[config.mk]
export PLATFORM = sky130hd
export DESIGN_NAME = singly_linked_list_with_cursor_unit_flat
export DESIGN_NICKNAME = d
export VERILOG_FILES = /design/src/design/sllc_pkg.sv /design/src/design/sllc_in_if.sv /design/src/design/sllc_out_if.sv /design/src/design/sllc_ram.sv /design/src/design/singly_linked_list_with_cursor_unit.sv /design/src/flat_wrapper.sv
export VERILOG_INCLUDE_DIRS = /design/src /design/src/design
export SDC_FILE = /design/constraint.sdc
export NUM_CORES = 2
export LEC_CHECK = 0
export ABC_AREA = 1
export BUFFER_PORTS_ARGS = -buffer_cell sky130_fd_sc_hd__buf_2
export CORE_MARGIN = 3
export CORE_UTILIZATION = 57
export DETAILED_ROUTE_END_ITERATION = 6
export PLACE_DENSITY = 0.76
export SLEW_MARGIN = 10
export SYNTH_ARGS = -nofsm -noshare
export SYNTH_HDL_FRONTEND = slang
export SYNTH_SLANG_ARGS = --single-unit
[constraint.sdc]
create_clock -name clk -period 3.7 [get_ports clk]
set_input_delay 0.185 -clock clk [delete_from_list [all_inputs] [get_ports clk]]
set_output_delay 0.185 -clock clk [all_outputs]
set_load 0.005 [all_outputs]
[src/design/singly_linked_list_with_cursor_unit_macros.svh]
// Assertion macros shared by the list unit RTL.
`ifndef SINGLY_LINKED_LIST_WITH_CURSOR_UNIT_MACROS_SVH
`define SINGLY_LINKED_LIST_WITH_CURSOR_UNIT_MACROS_SVH

// Same-cycle implication, sampled on clk, off during reset.
`define SLLC_ASSERT_NOW(name, ante, cons) \
  name: assert property (@(posedge clk) disable iff (!rst_n) (ante) |-> (cons)) \
    else $error("sllc assertion failed");

// Next-cycle implication, sampled on clk, off during reset.
`define SLLC_ASSERT_NEXT(name, ante, cons) \
  name: assert property (@(posedge clk) disable iff (!rst_n) (ante) |=> (cons)) \
    else $error("sllc assertion failed");

`endif

[src/design/sllc_pkg.sv]
// Shared constants and codes of the linked-list unit.
package sllc_pkg;

  localparam int NODES_DEF      = 64;
  localparam int DATA_WIDTH_DEF = 32;
  localparam int CMD_W          = 4;
  localparam int VALUE_W        = 32;
  localparam int STATUS_W       = 2;

  typedef enum logic [CMD_W-1:0] {
    CMD_CLEAR     = 4'd0,
    CMD_INS_HEAD  = 4'd1,
    CMD_CUR_HEAD  = 4'd2,
    CMD_RD_HEAD   = 4'd3,
    CMD_DEL_HEAD  = 4'd4,
    CMD_DEL_AFTER = 4'd5,
    CMD_INS_AFTER = 4'd6,
    CMD_RD_CUR    = 4'd7,
    CMD_WR_CUR    = 4'd8,
    CMD_ADVANCE   = 4'd9,
    CMD_QUERY     = 4'd10
  } cmd_t;

  typedef enum logic [STATUS_W-1:0] {
    ST_OK    = 2'd0,
    ST_EMPTY = 2'd1,
    ST_FULL  = 2'd2
  } status_t;

endpackage

[src/design/sllc_in_if.sv]
// Command channel: valid/ready with command and value.
interface sllc_in_if;
  logic                                valid;
  logic                                ready;
  logic [sllc_pkg::CMD_W-1:0]          cmd;
  logic signed [sllc_pkg::VALUE_W-1:0] value;

  modport source (output valid, cmd, value, input ready);
  modport sink   (input valid, cmd, value, output ready);
endinterface

[src/design/sllc_out_if.sv]
// Result channel: valid/ready with read value, cursor flag and status.
interface sllc_out_if;
  logic                                valid;
  logic                                ready;
  logic signed [sllc_pkg::VALUE_W-1:0] read_value;
  logic                                is_active;
  logic [sllc_pkg::STATUS_W-1:0]       status;

  modport source (output valid, read_value, is_active, status, input ready);
  modport sink   (input valid, read_value, is_active, status, output ready);
endinterface

[src/design/sllc_ram.sv]
// Simple dual-port RAM: one write port, one read port, registered read data.
module sllc_ram #(
  parameter int DEPTH = sllc_pkg::NODES_DEF,
  parameter int WIDTH = sllc_pkg::DATA_WIDTH_DEF
) (
  input  logic                     clk,
  input  logic                     we,
  input  logic [$clog2(DEPTH)-1:0] waddr,
  input  logic [WIDTH-1:0]         wdata,
  input  logic                     re,
  input  logic [$clog2(DEPTH)-1:0] raddr,
  output logic [WIDTH-1:0]         rdata_r
);

  logic [WIDTH-1:0] mem [DEPTH];

  always_ff @(posedge clk) begin
    if (we) begin
      mem[waddr] <= wdata;
    end
  end

  always_ff @(posedge clk) begin
    if (re) begin
      rdata_r <= mem[raddr];
    end
  end

endmodule

[src/design/singly_linked_list_with_cursor_unit.sv]
// Commands: most finish in S_EXEC; delete/insert after cursor go on through S_STEP2 and S_STEP3,
// and clear walks the list from S_EXEC through S_CLR, one node freed per cycle while output is free.
// Throughput: one command at a time; the unit is back in S_IDLE, ready for the next, as the result
// word is registered, and S_EXEC and the states after it wait while an untaken result is held.
// Reset (rst_n, synchronous): list, cursor and free list empty, allocator at node 0.
// Node memories are not cleared; nodes are always written when allocated.
`include "singly_linked_list_with_cursor_unit_macros.svh"

module singly_linked_list_with_cursor_unit #(
  parameter int NODES      = sllc_pkg::NODES_DEF,
  parameter int DATA_WIDTH = sllc_pkg::DATA_WIDTH_DEF
) (
  input  logic       clk,
  input  logic       rst_n,
  sllc_in_if.sink    in_ch,
  sllc_out_if.source out_ch
);

  // Node index width holds the null code NODES; address width covers real nodes.
  localparam int IW = $clog2(NODES + 1);
  localparam int AW = $clog2(NODES);
  localparam int VW = sllc_pkg::VALUE_W;
  localparam logic [IW-1:0] NIL = IW'(NODES);

  typedef enum logic [4:0] {
    S_IDLE  = 5'b00001,  // waiting for a command word
    S_EXEC  = 5'b00010,  // first read data back, main update
    S_STEP2 = 5'b00100,  // first link write of insert/delete after cursor
    S_STEP3 = 5'b01000,  // final link write of insert/delete after cursor
    S_CLR   = 5'b10000   // clear walk, one node per cycle while the output is free
  } state_t;

  state_t                  st_r, st_nxt;
  sllc_pkg::cmd_t          cmd_r, cmd_nxt, in_cmd;
  logic [DATA_WIDTH-1:0]   val_r, val_nxt;
  logic [IW-1:0]           head_r, head_nxt;
  logic [IW-1:0]           cursor_r, cursor_nxt;
  logic [IW-1:0]           free_r, free_nxt;
  logic [IW-1:0]           fresh_r, fresh_nxt;
  logic [IW-1:0]           walk_r, walk_nxt;

  logic                    out_valid_r, out_valid_nxt;
  logic [VW-1:0]           out_rd_r, out_rd_nxt;
  logic                    out_act_r, out_act_nxt;
  sllc_pkg::status_t       out_status_r, out_status_nxt;

  // Link memory port controls
  logic                    nx_we, nx_re;
  logic [IW-1:0]           nx_waddr, nx_wdata, nx_raddr, nx_rdata_r, nd;
  // Value memory port controls
  logic                    vl_we, vl_re;
  logic [IW-1:0]           vl_waddr, vl_raddr;
  logic [DATA_WIDTH-1:0]   vl_wdata, vl_rdata_r;

  logic                    out_free, fin;
  logic [VW-1:0]           rd_val;
  sllc_pkg::status_t       status_v;
  logic [IW-1:0]           alloc_idx, clr_node;
  logic                    alloc_ok;

  sllc_ram #(.DEPTH(NODES), .WIDTH(IW)) u_next_ram (
    .clk     (clk),
    .we      (nx_we),
    .waddr   (nx_waddr[AW-1:0]),
    .wdata   (nx_wdata),
    .re      (nx_re),
    .raddr   (nx_raddr[AW-1:0]),
    .rdata_r (nx_rdata_r)
  );

  sllc_ram #(.DEPTH(NODES), .WIDTH(DATA_WIDTH)) u_value_ram (
    .clk     (clk),
    .we      (vl_we),
    .waddr   (vl_waddr[AW-1:0]),
    .wdata   (vl_wdata),
    .re      (vl_re),
    .raddr   (vl_raddr[AW-1:0]),
    .rdata_r (vl_rdata_r)
  );

  assign in_cmd   = sllc_pkg::cmd_t'(in_ch.cmd);
  // Link read data, any out-of-range code folded to null
  assign nd       = (nx_rdata_r < NIL) ? nx_rdata_r : NIL;
  assign out_free = !out_valid_r || out_ch.ready;

  // Allocation: free list first (its next link was read at accept), then bump counter
  always_comb begin
    alloc_ok  = 1'b1;
    alloc_idx = NIL;
    if (free_r < NIL) begin
      alloc_idx = free_r;
    end else if (fresh_r < NIL) begin
      alloc_idx = fresh_r;
    end else begin
      alloc_ok = 1'b0;
    end
  end

  // Node being released by the clear walk: head on the first step, then the walk pointer
  assign clr_node = (st_r == S_EXEC) ? head_r : walk_r;

  always_comb begin
    st_nxt         = st_r;
    cmd_nxt        = cmd_r;
    val_nxt        = val_r;
    head_nxt       = head_r;
    cursor_nxt     = cursor_r;
    free_nxt       = free_r;
    fresh_nxt      = fresh_r;
    walk_nxt       = walk_r;
    out_valid_nxt  = out_valid_r && !out_ch.ready;
    out_rd_nxt     = out_rd_r;
    out_act_nxt    = out_act_r;
    out_status_nxt = out_status_r;
    nx_we          = 1'b0;
    nx_waddr       = '0;
    nx_wdata       = '0;
    nx_re          = 1'b0;
    nx_raddr       = '0;
    vl_we          = 1'b0;
    vl_waddr       = '0;
    vl_wdata       = val_r;
    vl_re          = 1'b0;
    vl_raddr       = '0;
    fin            = 1'b0;
    rd_val         = '0;
    status_v       = sllc_pkg::ST_OK;

    unique case (st_r)
      S_IDLE: begin
        if (in_ch.valid) begin
          cmd_nxt = in_cmd;
          val_nxt = DATA_WIDTH'(in_ch.value);
          st_nxt  = S_EXEC;
          // Issue the first memory read now so data is back in S_EXEC
          unique case (in_cmd) inside
            sllc_pkg::CMD_CLEAR, sllc_pkg::CMD_DEL_HEAD: begin
              nx_raddr = head_r;
              nx_re    = head_r < NIL;
            end
            sllc_pkg::CMD_INS_HEAD, sllc_pkg::CMD_INS_AFTER: begin
              nx_raddr = free_r;
              nx_re    = free_r < NIL;
            end
            sllc_pkg::CMD_DEL_AFTER, sllc_pkg::CMD_ADVANCE: begin
              nx_raddr = cursor_r;
              nx_re    = cursor_r < NIL;
            end
            sllc_pkg::CMD_RD_HEAD: begin
              vl_raddr = head_r;
              vl_re    = head_r < NIL;
            end
            sllc_pkg::CMD_RD_CUR: begin
              vl_raddr = cursor_r;
              vl_re    = cursor_r < NIL;
            end
            default: ;
          endcase
        end
      end

      S_EXEC: begin
        if (out_free) begin
          case (cmd_r)
            sllc_pkg::CMD_CLEAR: begin
              if (head_r < NIL) begin
                // first clear step on the head node; shares the walk datapath
                nx_we    = 1'b1;
                nx_waddr = clr_node;
                nx_wdata = free_r;
                free_nxt = clr_node;
                if (nd < NIL) begin
                  nx_re    = 1'b1;
                  nx_raddr = nd;
                  walk_nxt = nd;
                  st_nxt   = S_CLR;
                end else begin
                  head_nxt   = NIL;
                  cursor_nxt = NIL;
                  fin        = 1'b1;
                end
              end else begin
                head_nxt   = NIL;
                cursor_nxt = NIL;
                fin        = 1'b1;
              end
            end
            sllc_pkg::CMD_INS_HEAD: begin
              if (alloc_ok) begin
                if (free_r < NIL) free_nxt = nd;
                else fresh_nxt = fresh_r + IW'(1);
                vl_we    = 1'b1;
                vl_waddr = alloc_idx;
                nx_we    = 1'b1;
                nx_waddr = alloc_idx;
                nx_wdata = head_r;
                head_nxt = alloc_idx;
              end else begin
                status_v = sllc_pkg::ST_FULL;
              end
              fin = 1'b1;
            end
            sllc_pkg::CMD_CUR_HEAD: begin
              cursor_nxt = head_r;
              fin        = 1'b1;
            end
            sllc_pkg::CMD_RD_HEAD: begin
              if (head_r < NIL) rd_val = VW'(signed'(vl_rdata_r));
              else status_v = sllc_pkg::ST_EMPTY;
              fin = 1'b1;
            end
            sllc_pkg::CMD_DEL_HEAD: begin
              if (head_r < NIL) begin
                if (cursor_r == head_r) cursor_nxt = NIL;
                head_nxt = nd;
                nx_we    = 1'b1;
                nx_waddr = head_r;
                nx_wdata = free_r;
                free_nxt = head_r;
              end
              fin = 1'b1;
            end
            sllc_pkg::CMD_DEL_AFTER: begin
              // nd is the node after the cursor; fetch its successor
              if (cursor_r < NIL && nd < NIL) begin
                nx_re    = 1'b1;
                nx_raddr = nd;
                walk_nxt = nd;
                st_nxt   = S_STEP2;
              end else begin
                fin = 1'b1;
              end
            end
            sllc_pkg::CMD_INS_AFTER: begin
              if (cursor_r < NIL) begin
                if (alloc_ok) begin
                  if (free_r < NIL) free_nxt = nd;
                  else fresh_nxt = fresh_r + IW'(1);
                  vl_we    = 1'b1;
                  vl_waddr = alloc_idx;
                  walk_nxt = alloc_idx;
                  nx_re    = 1'b1;
                  nx_raddr = cursor_r;
                  st_nxt   = S_STEP2;
                end else begin
                  status_v = sllc_pkg::ST_FULL;
                  fin      = 1'b1;
                end
              end else begin
                fin = 1'b1;
              end
            end
            sllc_pkg::CMD_RD_CUR: begin
              if (cursor_r < NIL) rd_val = VW'(signed'(vl_rdata_r));
              else status_v = sllc_pkg::ST_EMPTY;
              fin = 1'b1;
            end
            sllc_pkg::CMD_WR_CUR: begin
              if (cursor_r < NIL) begin
                vl_we    = 1'b1;
                vl_waddr = cursor_r;
              end
              fin = 1'b1;
            end
            sllc_pkg::CMD_ADVANCE: begin
              if (cursor_r < NIL) cursor_nxt = nd;
              fin = 1'b1;
            end
            default: fin = 1'b1;
          endcase
        end
      end

      S_STEP2: begin
        if (out_free) begin
          nx_we  = 1'b1;
          st_nxt = S_STEP3;
          if (cmd_r == sllc_pkg::CMD_DEL_AFTER) begin
            // unlink: cursor skips the removed node
            nx_waddr = cursor_r;
            nx_wdata = nd;
          end else begin
            // new node takes over the cursor's old successor
            nx_waddr = walk_r;
            nx_wdata = nd;
          end
        end
      end

      S_STEP3: begin
        if (out_free) begin
          nx_we = 1'b1;
          fin   = 1'b1;
          if (cmd_r == sllc_pkg::CMD_DEL_AFTER) begin
            nx_waddr = walk_r;
            nx_wdata = free_r;
            free_nxt = walk_r;
          end else begin
            nx_waddr = cursor_r;
            nx_wdata = walk_r;
          end
        end
      end

      S_CLR: begin
        if (out_free) begin
          nx_we    = 1'b1;
          nx_waddr = clr_node;
          nx_wdata = free_r;
          free_nxt = clr_node;
          if (nd < NIL) begin
            nx_re    = 1'b1;
            nx_raddr = nd;
            walk_nxt = nd;
          end else begin
            head_nxt   = NIL;
            cursor_nxt = NIL;
            fin        = 1'b1;
          end
        end
      end

      default: st_nxt = S_IDLE;
    endcase

    if (fin) begin
      out_valid_nxt  = 1'b1;
      out_rd_nxt     = rd_val;
      out_status_nxt = status_v;
      out_act_nxt    = cursor_nxt < NIL;
      st_nxt         = S_IDLE;
    end
  end

  always_ff @(posedge clk) begin
    if (!rst_n) begin
      st_r        <= S_IDLE;
      head_r      <= NIL;
      cursor_r    <= NIL;
      free_r      <= NIL;
      fresh_r     <= '0;
      out_valid_r <= 1'b0;
    end else begin
      st_r        <= st_nxt;
      head_r      <= head_nxt;
      cursor_r    <= cursor_nxt;
      free_r      <= free_nxt;
      fresh_r     <= fresh_nxt;
      out_valid_r <= out_valid_nxt;
    end
  end

  always_ff @(posedge clk) begin
    cmd_r        <= cmd_nxt;
    val_r        <= val_nxt;
    walk_r       <= walk_nxt;
    out_rd_r     <= out_rd_nxt;
    out_act_r    <= out_act_nxt;
    out_status_r <= out_status_nxt;
  end

  assign in_ch.ready       = (st_r == S_IDLE);
  assign out_ch.valid      = out_valid_r;
  assign out_ch.read_value = out_rd_r;
  assign out_ch.is_active  = out_act_r;
  assign out_ch.status     = out_status_r;

  // Pointers never leave the pool range
  `SLLC_ASSERT_NOW(a_ptr_range, 1'b1, head_r <= NIL && cursor_r <= NIL && free_r <= NIL && fresh_r <= NIL)
  // The cursor only points into a non-empty list
  `SLLC_ASSERT_NOW(a_cursor_in_list, cursor_r < NIL, head_r < NIL)
  // A read that finds nothing leaves the cursor inactive
  `SLLC_ASSERT_NOW(a_empty_inactive, out_ch.valid && out_ch.status == sllc_pkg::ST_EMPTY, !out_ch.is_active)
  // Pool-exhausted result only with no free and no fresh node
  `SLLC_ASSERT_NOW(a_full_exhausted, out_ch.valid && out_ch.status == sllc_pkg::ST_FULL, free_r == NIL && fresh_r == NIL)
  // The clear walk always stands on a real node
  `SLLC_ASSERT_NEXT(a_clr_walk, st_nxt == S_CLR, walk_r < NIL)

endmodule

[src/flat_wrapper.sv]
// flat-port wrapper written by rule: the top's interface ports become plain ports
module singly_linked_list_with_cursor_unit_flat 
#(
  parameter int NODES      = sllc_pkg::NODES_DEF,
  parameter int DATA_WIDTH = sllc_pkg::DATA_WIDTH_DEF
)
  (clk, rst_n, in_ch_valid, in_ch_cmd, in_ch_value, in_ch_ready, out_ch_valid, out_ch_read_value, out_ch_is_active, out_ch_status, out_ch_ready);
  sllc_in_if in_ch_i ();
  sllc_out_if out_ch_i ();
  input  logic clk;
  input  logic rst_n;
  input wire logic [$bits(in_ch_i.valid)-1:0] in_ch_valid;
  input wire logic [$bits(in_ch_i.cmd)-1:0] in_ch_cmd;
  input wire logic [$bits(in_ch_i.value)-1:0] in_ch_value;
  output wire logic [$bits(in_ch_i.ready)-1:0] in_ch_ready;
  output wire logic [$bits(out_ch_i.valid)-1:0] out_ch_valid;
  output wire logic [$bits(out_ch_i.read_value)-1:0] out_ch_read_value;
  output wire logic [$bits(out_ch_i.is_active)-1:0] out_ch_is_active;
  output wire logic [$bits(out_ch_i.status)-1:0] out_ch_status;
  input wire logic [$bits(out_ch_i.ready)-1:0] out_ch_ready;
  assign in_ch_i.valid = in_ch_valid;
  assign in_ch_i.cmd = in_ch_cmd;
  assign in_ch_i.value = in_ch_value;
  assign in_ch_ready = in_ch_i.ready;
  assign out_ch_valid = out_ch_i.valid;
  assign out_ch_read_value = out_ch_i.read_value;
  assign out_ch_is_active = out_ch_i.is_active;
  assign out_ch_status = out_ch_i.status;
  assign out_ch_i.ready = out_ch_ready;
  singly_linked_list_with_cursor_unit #(.NODES(NODES), .DATA_WIDTH(DATA_WIDTH)) u_core (.clk(clk), .rst_n(rst_n), .in_ch(in_ch_i), .out_ch(out_ch_i));
endmodule
==> impl_metrics.yaml <==
clock_network:
  cts_tree: "done"
  cts_buffers: 282
  clk_latency_ns: 0.93
  cts.sinks: 2647
  cts.path.max_buffers: 4
  htreeDepth: 5
  path_clk_slew_ns: 0.06
  cts_root_buf: "clkbuf_16"
setup_path:
  cp-start-kind: "register"
  cp.arrival_ns: 4.34
  crit_fanout: 44
  cp_cell_sequence: "nor2_2, nand2_1, nor3_4, nand2_4, clkinv_2, nand2_8, buf_12, inv_8, buf_12, buf_12, buf_12, o211ai_1, nand3_1, nand3_1, nand3_1, nand3_1, buf_4, nand2_1"
  max_stage_delay_ns: 0.34
  end_kind: "register"
  crit_buf_inv: 7
  worstPathRequired_ns: 4.46
  ff2ff_setup_slack_ns: 0.12
  worstSetupPathType: "register to register"
  critPathTopFamily: "simple AND/OR/NAND/NOR gates"
  crit_slowest_cell: "dfxtp_1"
route:
  dr.pass1.iters: 7
  drc: 1
  detail_route.wl_per_cell_um: 28.4
  postRouteAntennaNets: 0
  vias: 75700
  met2_length_mm: 150
  highest_layer: "met5"
  wl_met1_mm: 119
  drt_iter0_markers: 11400
  viasPerCell: 6.52
  wl_met3_mm: 39.7
  wirelength_mm: 330
grt:
  grt.overflow.total: 0
  grt_max_degree: 212
  grt_pass1_wl_mm: 482
  grt_pass1_vias: 73600
  antenna_found_initial: 21
  grt_usage_pct: 32.7
logic_synthesis:
  synth_flop_cell: "edfxtp_1"
  syn-cell-area_mm2: 0.111
  seq_area_frac_synth_pct: 71.4
  synth_area_per_cell_um2: 13.0
  synth_edf_count: 2613
  ys_top_cells_by_area: "edfxtp_1 (71%), o211ai_1 (7.0%), nand3_1 (6.4%)"
  yosys_warnings: 0
  synth-seq-cells: 2647
  synth_top_area_cell: "edfxtp_1"
  syn-num-nets: 8576
  yosysUniqueCellTypes: 51
  synthArstFlopShare_pct: 0
  syn_inst: 8535
  yosysTopAreaCellShare_pct: 70.7
  synth.most_common_cell: "edfxtp_1"
  ys_top_cells_by_count: "edfxtp_1 (2,613), nand3_1 (1,414), o211ai_1 (1,036), inv_1 (567), or2_2 (564)"
flow_run:
  maxCapViolations: 0
power:
  power_per_cell_area_mw_per_mm2: 508
  switching_power_mw: 14.5
  combPwrFrac_pct: 6.0
  power_leakage_nw: 41.8
  clock_power_share_pct: 40.6
  seqPwrFrac_pct: 53.4
  ir_drop_uv: 423
  p_sw_share_pct: 22.3
  internal-power_mw: 50.6
timing:
  hold_violations: 0
  slew_violations: 0
  fin_crit_ns: 3.58
  setup_viol: 0
  slew_headroom_pct: 28.3
  postLayoutSetupSlackWorst_ns: 0.116
  tightestPinTransition_ns: 1.08
  rsz0062_at_grt: "no"
  tns_ns: 0
  finalCritPeriodShare_pct: 96.9
  max_freq_mhz: 279
  finClkSkew_ns: 0.0540
floorplan:
  core.rowCount: 161
  die_w_um: 447
  dieArea_mm2: 0.200
  start_util_pct: 57.5
  die_y_um: 447
  fp.coreArea_mm2: 0.193
  io_pins: 77
placed_design:
  detailed_place.area_mm2: 0.119
  gp_congestion: 0.989
  portBuffers: 76
  pre_cts_ws_ns: -0.127
  post-dp-hpwl_mm: 191
hold_path:
  hp-class: "input pin to register"
cells_and_area:
  fin_util_pct: 66.4
  nets: 8950
  area_growth_pct: 15.5
  final_area_mm2: 0.128
  drive_gt1_share_pct: 18.5
run_status:
  status: "complete, but fails checks"
  violations: "DRC"
[layout by cell type (no fill, tap or decap), drive strengths merged, types with 2 or more instances in the layout]
cell type / instances
o21a: 2
nor3: 18
o211ai: 1036
dlygate4sd3: 53
buf: 647
bufinv: 18
nor4: 4
a311oi: 4
o31ai: 3
nor2: 269
clkbuf: 351
a221oi: 2
o21ai: 87
nand4: 214
a22oi: 24
or2: 1024
a32oi: 4
o221ai: 6
a21oi: 43
a41oi: 6
clkinvlp: 5
o21bai: 2
clkinv: 84
a31oi: 4
a32o: 6
dfxtp: 34
o311ai: 4
diode: 6
nand3: 1414
inv: 579
o22ai: 43
edfxtp: 2613
xor2: 2
nand2: 473
[routing by layer]
layer	up-vias	global-route usage, %
li1	32600	-
met1	37000	43.6
met2	5155	50.0
met3	978	7.39
met4	4	18.3
met5	-	0
[flip-flops by register name, indices dropped and copies added, names as in the netlist, 4 cells and up]
name / cells
u_core.st_r: 5
u_core.u_next_ram.rdata_r: 7
u_core.val_r: 32
u_core.walk_r: 7
u_core.u_value_ram.rdata_r: 32
u_core.u_value_ram.mem: 2048
u_core.fresh_r: 7
u_core.u_next_ram.mem: 448
u_core.free_r: 7
u_core.cursor_r: 7
u_core.out_ch.read_value: 32
u_core.cmd_r: 4
u_core.head_r: 7
[kinds of logic (layout without fill, tap and decap cells)]
group | after synthesis | in the layout | synth area share [%]
compound gates | 1278 | 1278 | 8.35
xor+xnor | 3 | 3 | 0.0237
fa+ha+maj | 1 | 1 | 0.0113
buf+inv | 1189 | 1737 | 4.21
flops | 2647 | 2647 | 71.4
other cells | 0 | 6 | 0
simple gates | 3417 | 3417 | 16.0
[final cells by class]
class / count / area (um^2)
Sequential cell: 2647 / 79100
Fill cell: 13100 / 64900
Multi-Input combinational cell: 4699 / 27800
Clock buffer: 350 / 7420
Timing Repair Buffer: 701 / 7390
Tap cell: 2526 / 3160
Inverter: 578 / 2200
Clock inverter: 108 / 972
Antenna cell: 6 / 15.0
[through the flow]
step / hold WS (ns) / std cells / total power [mW]
2_1_floorplan: 0.284 / 8535 / 36.9
4_1_cts: 0.00149 / 11600 / 65.2
5_1_grt: 0.0263 / 11600 / 66.6
3_5_place_dp: 0.363 / 11100 / 39.1
6_report: 0.0449 / 11600 / 65.1
3_3_place_gp: 0.364 / 11100 / 39.0
[path summary, 6_finish.rpt]
| kind | start | end | cells after the start |
|---|---|---|---|
| worst max register to register | u_core.st_r[2]$_SDFFE_PP0P_ | u_core.u_value_ram.rdata_r[8]$_DFFE_PP_ | 18 |
| worst max-delay path | u_core.st_r[2]$_SDFFE_PP0P_ | u_core.u_value_ram.rdata_r[8]$_DFFE_PP_ | 18 |
| worst min register to register | u_core.fresh_r[6]$_SDFFE_PN0P_ | u_core.fresh_r[6]$_SDFFE_PN0P_ | 1 |
| worst min-delay path | in_ch_value[30] | u_core.val_r[30]$_DFFE_PP_ | 2 |
[repair_timing]
item,CTS,global route
endpoints found under the setup margin,267,502
hold buffers,53,0
gates resized for setup,1,6
buffers inserted,0,1
hold endpoints to repair,55,0
gates cloned,0,1
[power by group through the flow]
stage          combinational [mW]  clock, mW  sequential, mW
2_1_floorplan               0.700          0            36.2
3_3_place_gp                 3.59          0            35.4
3_5_place_dp                 3.69          0            35.4
4_1_cts                      3.74       26.7            34.8
5_1_grt                      4.03       27.8            34.8
6_report                     3.87       26.5            34.8
Note: power is estimated with default switching activity, not from simulation.
